[src/nocpfs_pkg.sv]
// Shared types and constants for the packet-to-flit sender.
// No dependencies; imported by the sender, its port checker and the bench.
package nocpfs_pkg;

   localparam int DEF_QUEUE_DEPTH = 16;
   localparam int DEF_MAX_FLITS   = 64;

   // node identifiers are kept to this many bits before leaving the block
   localparam int NODE_BITS = 8;
   localparam logic [7:0] NODE_MASK = (NODE_BITS >= 8) ? 8'hFF
                                                       : 8'((1 << NODE_BITS) - 1);

   typedef enum logic [1:0] {
      KIND_HEAD = 2'd0,
      KIND_BODY = 2'd1,
      KIND_TAIL = 2'd2
   } flit_kind_type;

   typedef struct packed {
      logic          flit_valid;
      logic [7:0]    flit_src;
      logic [7:0]    flit_dst;
      logic [31:0]   flit_time;
      logic [5:0]    flit_seq;
      flit_kind_type flit_kind;
      logic          req_level;
      logic          dropped;
   } rsp_beat_type;

endpackage

[src/noc_packet_to_flit_sender.sv]
// Packet-to-flit sender: packet descriptor queue in a synchronous memory, alternating-bit
// flit generation, output register plus skid. Depends on nocpfs_pkg.
// Each rsp beat is registered in the output register, and parked in the skid first while rsp is stalled.
// Throughput: one req beat and one rsp beat per cycle; req stalls while the skid holds a beat.
// Reset (synchronous, active high) clears queue pointers, count, flits left, send level,
// node_id and output valids; the queue memory is not cleared.
module noc_packet_to_flit_sender
   import nocpfs_pkg::*;
#(
   parameter int QUEUE_DEPTH = DEF_QUEUE_DEPTH,
   parameter int MAX_FLITS   = DEF_MAX_FLITS
) (
   input  logic        clock,
   input  logic        reset,
   // configuration
   input  logic        csr_wr_en,
   input  logic [7:0]  csr_wr_data,
   // request channel
   input  logic        req_valid,
   output logic        req_stall,
   input  logic        req_inject,
   input  logic [7:0]  req_dest_node,
   input  logic [6:0]  req_packet_flits,
   input  logic [31:0] req_birth_time,
   input  logic        req_ack_level,
   // response channel
   output logic        rsp_valid,
   input  logic        rsp_stall,
   output logic        rsp_flit_valid,
   output logic [7:0]  rsp_flit_src,
   output logic [7:0]  rsp_flit_dst,
   output logic [31:0] rsp_flit_time,
   output logic [5:0]  rsp_flit_seq,
   output logic [1:0]  rsp_flit_kind,
   output logic        rsp_req_level,
   output logic        rsp_dropped
);

   localparam int PtrW  = $clog2(QUEUE_DEPTH);
   localparam int CntW  = $clog2(QUEUE_DEPTH + 1);
   localparam int LenW  = $clog2(MAX_FLITS + 1);
   localparam int DiffW = (LenW > 6) ? LenW : 6;

   typedef struct packed {
      logic [31:0]     birth_time;
      logic [LenW-1:0] len;
      logic [7:0]      dest;
   } entry_type;

   entry_type queue_mem [QUEUE_DEPTH];
   entry_type rd_q_ff;

   logic [7:0]      node_id_ff;
   logic [PtrW-1:0] head_ff, head_in, tail_ff, tail_in;
   logic [CntW-1:0] count_ff, count_in;
   logic [LenW-1:0] left_ff, left_in;
   logic            level_ff, level_in;

   rsp_beat_type out_ff, out_in, skid_ff, skid_in, beat;
   logic         out_vld_ff, out_vld_in, skid_vld_ff, skid_vld_in;

   logic            acc, full, append, send, pop, out_free;
   logic [LenW-1:0] new_len, left_eff;
   logic [DiffW-1:0] diff;
   entry_type       new_entry, front;
   flit_kind_type   kind;

   assign req_stall = skid_vld_ff;
   assign acc       = req_valid && !req_stall;

   // ---- enqueue ----
   always_comb begin
      if (req_packet_flits == 7'd0) begin
         new_len = LenW'(1);
      end else if (int'(req_packet_flits) > MAX_FLITS) begin
         new_len = LenW'(MAX_FLITS);
      end else begin
         new_len = LenW'(req_packet_flits);
      end
   end

   assign new_entry.birth_time = req_birth_time;
   assign new_entry.len        = new_len;
   assign new_entry.dest       = req_dest_node & NODE_MASK;

   assign full   = (count_ff == CntW'(QUEUE_DEPTH));
   assign append = acc && req_inject && !full;

   // ---- queue memory: write at tail, read next head every cycle ----
   always_ff @(posedge clock) begin
      if (append) begin
         queue_mem[tail_ff] <= new_entry;
      end
   end

   always_ff @(posedge clock) begin
      // forward a same-cycle write to the entry being fetched
      if (append && (tail_ff == head_in)) begin
         rd_q_ff <= new_entry;
      end else begin
         rd_q_ff <= queue_mem[head_in];
      end
   end

   // ---- flit generation ----
   // empty queue: the only possible front packet is the one arriving now
   assign front = (count_ff == '0) ? new_entry : rd_q_ff;
   assign send  = acc && (req_ack_level == level_ff) && ((count_ff != '0) || append);

   assign left_eff = ((left_ff == '0) || (left_ff > front.len)) ? front.len : left_ff;
   assign diff     = DiffW'(front.len) - DiffW'(left_eff);
   assign pop      = send && (left_eff == LenW'(1));

   always_comb begin
      if (left_eff == front.len) begin
         kind = KIND_HEAD;
      end else if (left_eff == LenW'(1)) begin
         kind = KIND_TAIL;
      end else begin
         kind = KIND_BODY;
      end
   end

   always_comb begin
      head_in  = head_ff;
      tail_in  = tail_ff;
      count_in = count_ff + CntW'(append) - CntW'(pop);
      left_in  = left_ff;
      level_in = level_ff;
      if (append) begin
         tail_in = (tail_ff == PtrW'(QUEUE_DEPTH - 1)) ? '0 : tail_ff + PtrW'(1);
      end
      if (send) begin
         left_in  = left_eff - LenW'(1);
         level_in = !level_ff;
      end
      if (pop) begin
         head_in = (head_ff == PtrW'(QUEUE_DEPTH - 1)) ? '0 : head_ff + PtrW'(1);
      end
   end

   always_comb begin
      beat            = '0;
      beat.req_level  = level_in;
      beat.dropped    = req_inject && full;
      beat.flit_kind  = KIND_HEAD;
      if (send) begin
         beat.flit_valid = 1'b1;
         beat.flit_src   = node_id_ff & NODE_MASK;
         beat.flit_dst   = front.dest;
         beat.flit_time  = front.birth_time;
         beat.flit_seq   = diff[5:0];
         beat.flit_kind  = kind;
      end
   end

   // ---- output register and skid ----
   assign out_free = !out_vld_ff || !rsp_stall;

   always_comb begin
      out_in      = out_ff;
      out_vld_in  = out_vld_ff;
      skid_in     = skid_ff;
      skid_vld_in = skid_vld_ff;
      if (out_free) begin
         if (skid_vld_ff) begin
            out_in      = skid_ff;
            out_vld_in  = 1'b1;
            skid_vld_in = 1'b0;
         end else begin
            out_in     = beat;
            out_vld_in = acc;
         end
      end else if (acc) begin
         // output held: park the new beat
         skid_in     = beat;
         skid_vld_in = 1'b1;
      end
   end

   always_ff @(posedge clock) begin
      if (reset) begin
         node_id_ff  <= '0;
         head_ff     <= '0;
         tail_ff     <= '0;
         count_ff    <= '0;
         left_ff     <= '0;
         level_ff    <= 1'b0;
         out_vld_ff  <= 1'b0;
         skid_vld_ff <= 1'b0;
      end else begin
         if (csr_wr_en) begin
            node_id_ff <= csr_wr_data;
         end
         if (acc) begin
            head_ff  <= head_in;
            tail_ff  <= tail_in;
            count_ff <= count_in;
            left_ff  <= left_in;
            level_ff <= level_in;
         end
         out_vld_ff  <= out_vld_in;
         skid_vld_ff <= skid_vld_in;
      end
   end

   always_ff @(posedge clock) begin
      out_ff  <= out_in;
      skid_ff <= skid_in;
   end

   assign rsp_valid      = out_vld_ff;
   assign rsp_flit_valid = out_ff.flit_valid;
   assign rsp_flit_src   = out_ff.flit_src;
   assign rsp_flit_dst   = out_ff.flit_dst;
   assign rsp_flit_time  = out_ff.flit_time;
   assign rsp_flit_seq   = out_ff.flit_seq;
   assign rsp_flit_kind  = out_ff.flit_kind;
   assign rsp_req_level  = out_ff.req_level;
   assign rsp_dropped    = out_ff.dropped;

endmodule

[config.mk]
export PLATFORM = sky130hd
export DESIGN_NAME = noc_packet_to_flit_sender
export DESIGN_NICKNAME = d
export VERILOG_FILES = /design/src/nocpfs_pkg.sv /design/src/noc_packet_to_flit_sender.sv
export SDC_FILE = /design/constraint.sdc
export NUM_CORES = 1
export LEC_CHECK = 0
export ABC_AREA = 0
export BUFFER_PORTS_ARGS = -buffer_cell sky130_fd_sc_hd__buf_2
export CORE_MARGIN = 8
export CORE_UTILIZATION = 25
export CTS_CLUSTER_SIZE = 25
export DETAILED_ROUTE_END_ITERATION = 10
export PLACE_DENSITY = 0.51
export SLEW_MARGIN = 20
export SYNTH_ARGS = -nofsm -noshare
export SYNTH_HDL_FRONTEND = slang
export SYNTH_SLANG_ARGS = --single-unit
[constraint.sdc]
create_clock -name clock -period 6.4 [get_ports clock]
set_input_delay 1.28 -clock clock [delete_from_list [all_inputs] [get_ports clock]]
set_output_delay 1.28 -clock clock [all_outputs]
set_load 0.005 [all_outputs]
==> impl_metrics.py <==
metrics = {
    "outcome": {
        "status": "complete, no violations",
    },
    "worst_setup_path": {
        "cp_slowest_stage_delay_ps": 520,
        "crit_required_ps": 6910,
        "cp_slowest_cell": "mux4_2",
        "end_kind": "flop",
        "crit_type": "reg2reg",
        "ff2ff_path_depth": 29,
        "cp_top_family": "multiplexers",
        "crit_path_start_kind": "flop",
        "arrival_ps": 6400,
        "r2r_slack_ps": 510,
        "crit-reg2reg-capture": "count_ff[4]$_SDFFE_PP0P_",
        "critPathMaxFanout": 11,
        "critPathBufInv": 5,
    },
    "logic_synthesis": {
        "ys_ff_latch": 905,
        "synth_top_family_by_area": "multiplexers",
        "synth_cell_types": 79,
        "synth_edf_count": 870,
        "syn_area_um2": 35700,
        "synth-compound-area-share_pct": 3.71,
        "yosysSeqAreaShare_pct": 75.1,
        "synth_xor_area_share_pct": 0.368,
        "synth_top_area_cell": "edfxtp_1",
        "synth_top_area_share_pct": 73.1,
        "synthMuxAreaShare_pct": 15.3,
        "syn_inst": 1762,
        "synthAdderAreaFrac_pct": 0.862,
        "synth_nets": 1848,
        "ys_top_cells_by_area": "edfxtp_1, mux4_2, dfxtp_1, nand2_1, a21o_1",
        "syn_avg_cell_area_um2": 20.3,
        "yosysWarnings": 0,
        "async_flop_share_pct": 0,
        "synthSimpleGateAreaFrac_pct": 3.31,
        "yosys_most_used_dff": "edfxtp_1",
    },
    "finish": {
        "fill_cells": 13733,
        "layout.nets": 2046,
        "final_cells": 3933,
        "design_area_um2": 42300,
        "area_growth_pct": 18.4,
        "drive_gt1_share_pct": 29.7,
    },
    "floorplanning": {
        "io_pins": 123,
        "coreArea_um2": 142000,
        "initial_core_util_pct": 25.2,
        "die_h_um": 394,
        "rows": 138,
        "dieArea_um2": 155000,
        "die_w_um": 394,
    },
    "min_path": {
        "timing.hold.worst_path_depth": 2,
        "whs_endpoint": "node_id_ff[3]$_SDFFE_PP0P_",
        "hp-start": "node_id_ff[3]$_SDFFE_PP0P_",
        "hold_class": "reg2reg",
    },
    "clock_tree": {
        "clk_pin_slew_ps": 50,
        "cts_tree": "built",
        "clk_latency_ps": 700,
        "htreeDepth": 3,
        "cts_hold_buf": 0,
        "cts_buffer_depth": 3,
        "cts_sinks": 905,
        "numCtsBuffers": 97,
        "cts_root_buffer": "clkbuf_16",
    },
    "sta": {
        "max_slew_margin_pct": 26.6,
        "slew_viol_final": 0,
        "tightestPinTransition_ps": 1100,
        "rsz0062_at_grt": "false",
        "final.setup.tns_ps": 0,
        "finalHoldViolCount": 0,
        "clock_skew_ps": 51.3,
        "max_freq_mhz": 170,
        "period_share_pct": 92.0,
        "setup_viol": 0,
        "period_minus_slack_ps": 5890,
    },
    "global_routing": {
        "grt_pass1_wl_um": 135000,
        "grt_max_degree": 60,
        "antenna_found_initial": 19,
        "grt_pass1_vias": 18955,
        "track_usage_pct": 11.6,
        "gr-total-overflow": 0,
    },
    "pwr": {
        "intPower_mw": 11.2,
        "pwr-share-clk_pct": 34.7,
        "sequentialPowerShare_pct": 44.0,
        "switching_share_pct": 27.8,
        "power_leakage_nw": 13.7,
        "comb_power_share_pct": 21.3,
        "p_switching_mw": 4.31,
        "power_density_nw_per_um2": 366,
        "vdd.ir_drop.worst_v": 0.000215,
    },
    "detailed_routing": {
        "wirelength_um": 92600,
        "wl_per_cell_um": 23.5,
        "drc": 0,
        "postRouteAntennaNets": 0,
        "drt_iter0_drc": 1488,
        "dr.pass1.iters": 7,
        "drt-vias-per-instance": 4.53,
        "vias": 17828,
    },
    "placed_design": {
        "globalplace.congestion": 0.788,
        "dpl.cell_count": 3749,
        "dp_hpwl_um": 50300,
        "io_buffer_count": 122,
        "dpl-instance-area_um2": 39200,
    },
    "run": {
        "max_cap_viol_count": 0,
    },
}
## through the flow
step / hold slack (ps) / power (mW) / setup slack, ps / utilization, %
6_report: 489 / 15.5 / 514 / 29.8
5_1_grt: 505 / 16.2 / 87.6 / 29.8
4_1_cts: 495 / 15.7 / 322 / 29.8
3_5_place_dp: 480 / 10.2 / 272 / 27.6
3_3_place_gp: 471 / 10.2 / 130 / 27.6
2_1_floorplan: 452 / 9.20 / 19.5 / -
## registers in the layout (all words and copies together) (netlist names), 5 cells and up, named ones only
signal and flops:
rsp_flit_time 32, rsp_flit_dst 8, left_ff 7, node_id_ff 8, rsp_flit_seq 6, rsp_flit_src 8, skid_ff 59, queue_mem 752
count_ff 5
## synthesized netlist by cell type (3+ instances only)
cell / instances
nor3_1: 12
xnor2_1: 11
nor2b_1: 10
and2_1: 11
a211oi_1: 8
a31o_2: 4
o211ai_1: 9
a21o_1: 57
a31oi_1: 3
buf_1: 22
nor3b_1: 3
mux2_2: 5
a21oi_1: 55
or2_2: 3
o31ai_1: 3
xor2_1: 4
clkbuf_1: 61
o21ai_0: 7
nand2_1: 115
buf_4: 3
inv_1: 26
or3_1: 3
ha_1: 23
nand2b_1: 7
nor2_1: 54
edfxtp_1: 870
buf_2: 5
buf_6: 3
mux2_1: 3
dfxtp_1: 35
and3_1: 3
nor4b_1: 3
nand3_1: 14
mux4_2: 227
mux2i_1: 25
## cell usage in the layout (no fill, tap or decap), drive strengths merged, types with 13 or more instances in the layout
cell,instances
nor3,13
edfxtp,870
dfxtp,35
clkbuf,121
nand2,115
clkinv,42
mux4,227
mux2i,25
buf,193
a21oi,55
inv,29
a21o,57
ha,23
nand3,14
nor2,54
## how the worst max path moves through the flow
stage | slack [ps] | startpoint | end | depth (start not counted)
after floorplan | 20 | flop | count_ff[4]$_SDFFE_PP0P_ | 34
after global placement | 130 | req_packet_flits[2] | count_ff[4]$_SDFFE_PP0P_ | 31
after detailed placement | 270 | req_packet_flits[2] | count_ff[4]$_SDFFE_PP0P_ | 31
after CTS | 320 | flop | count_ff[4]$_SDFFE_PP0P_ | 28
after global routing | 90 | flop | count_ff[4]$_SDFFE_PP0P_ | 29
final | 510 | flop | count_ff[4]$_SDFFE_PP0P_ | 29
## cell families after synthesis
logic type / count (synthesis)
flops: 905
mux: 260
simple gates: 253
compound gates: 183
buf+inv: 122
fa+ha+maj: 24
xor+xnor: 15
## worst register-to-register path: cells and delay by family, from the launching register on
family                     cells  cell delay [ps]
muxes                          4             1450
and+or+nand+nor                9             1340
adders and majority gates      5             1190
AOI/OAI and AO/OA              4              700
buffers and inverters          5              420
DFF                            1              360
xor gates and xnor gates       2              290
## power groups by stage
| stage | Combinational [mW] | Sequential (mW) | Clock (mW) |
|---|---|---|---|
| 6_report | 3.30 | 6.82 | 5.38 |
| 2_1_floorplan | 2.28 | 6.92 | 0 |
| 3_3_place_gp | 3.24 | 6.96 | 0 |
| 3_5_place_dp | 3.28 | 6.97 | 0 |
| 5_1_grt | 3.61 | 6.84 | 5.74 |
| 4_1_cts | 3.29 | 6.85 | 5.54 |
## cell type report
cell class                      instances  area [um2]  share of cell area, %
Sequential cell                       905       26800                   63.5
Multi-Input combinational cell        735        8560                   20.2
Clock buffer                          121        2520                   5.95
Tap cell                             1890        2360                   5.59
Timing Repair Buffer                  193        1340                   3.17
Clock inverter                         55         551                   1.30
Inverter                               28         105                  0.248
Antenna cell                            6        15.0                 0.0355
## routing by layer
| metal | GRT usage (%) | share of wire [%] | vias to the layer above | wire (um) |
|---|---|---|---|---|
| met5 | 0 | 0.039 | - | 36 |
| li1 | - | - | 7633 | - |
| met1 | 15.6 | 44 | 9551 | 40800 |
| met4 | 2.88 | 2.2 | 6 | 2010 |
| met2 | 19.2 | 48 | 490 | 44800 |
| met3 | 2.32 | 5.3 | 148 | 4930 |
## repair_timing
action                                  CTS  global route
resized for setup                         0             1
endpoints found under the setup margin    0             1
buffers inserted                          0             2
Note: power is estimated with default switching activity, not from simulation.
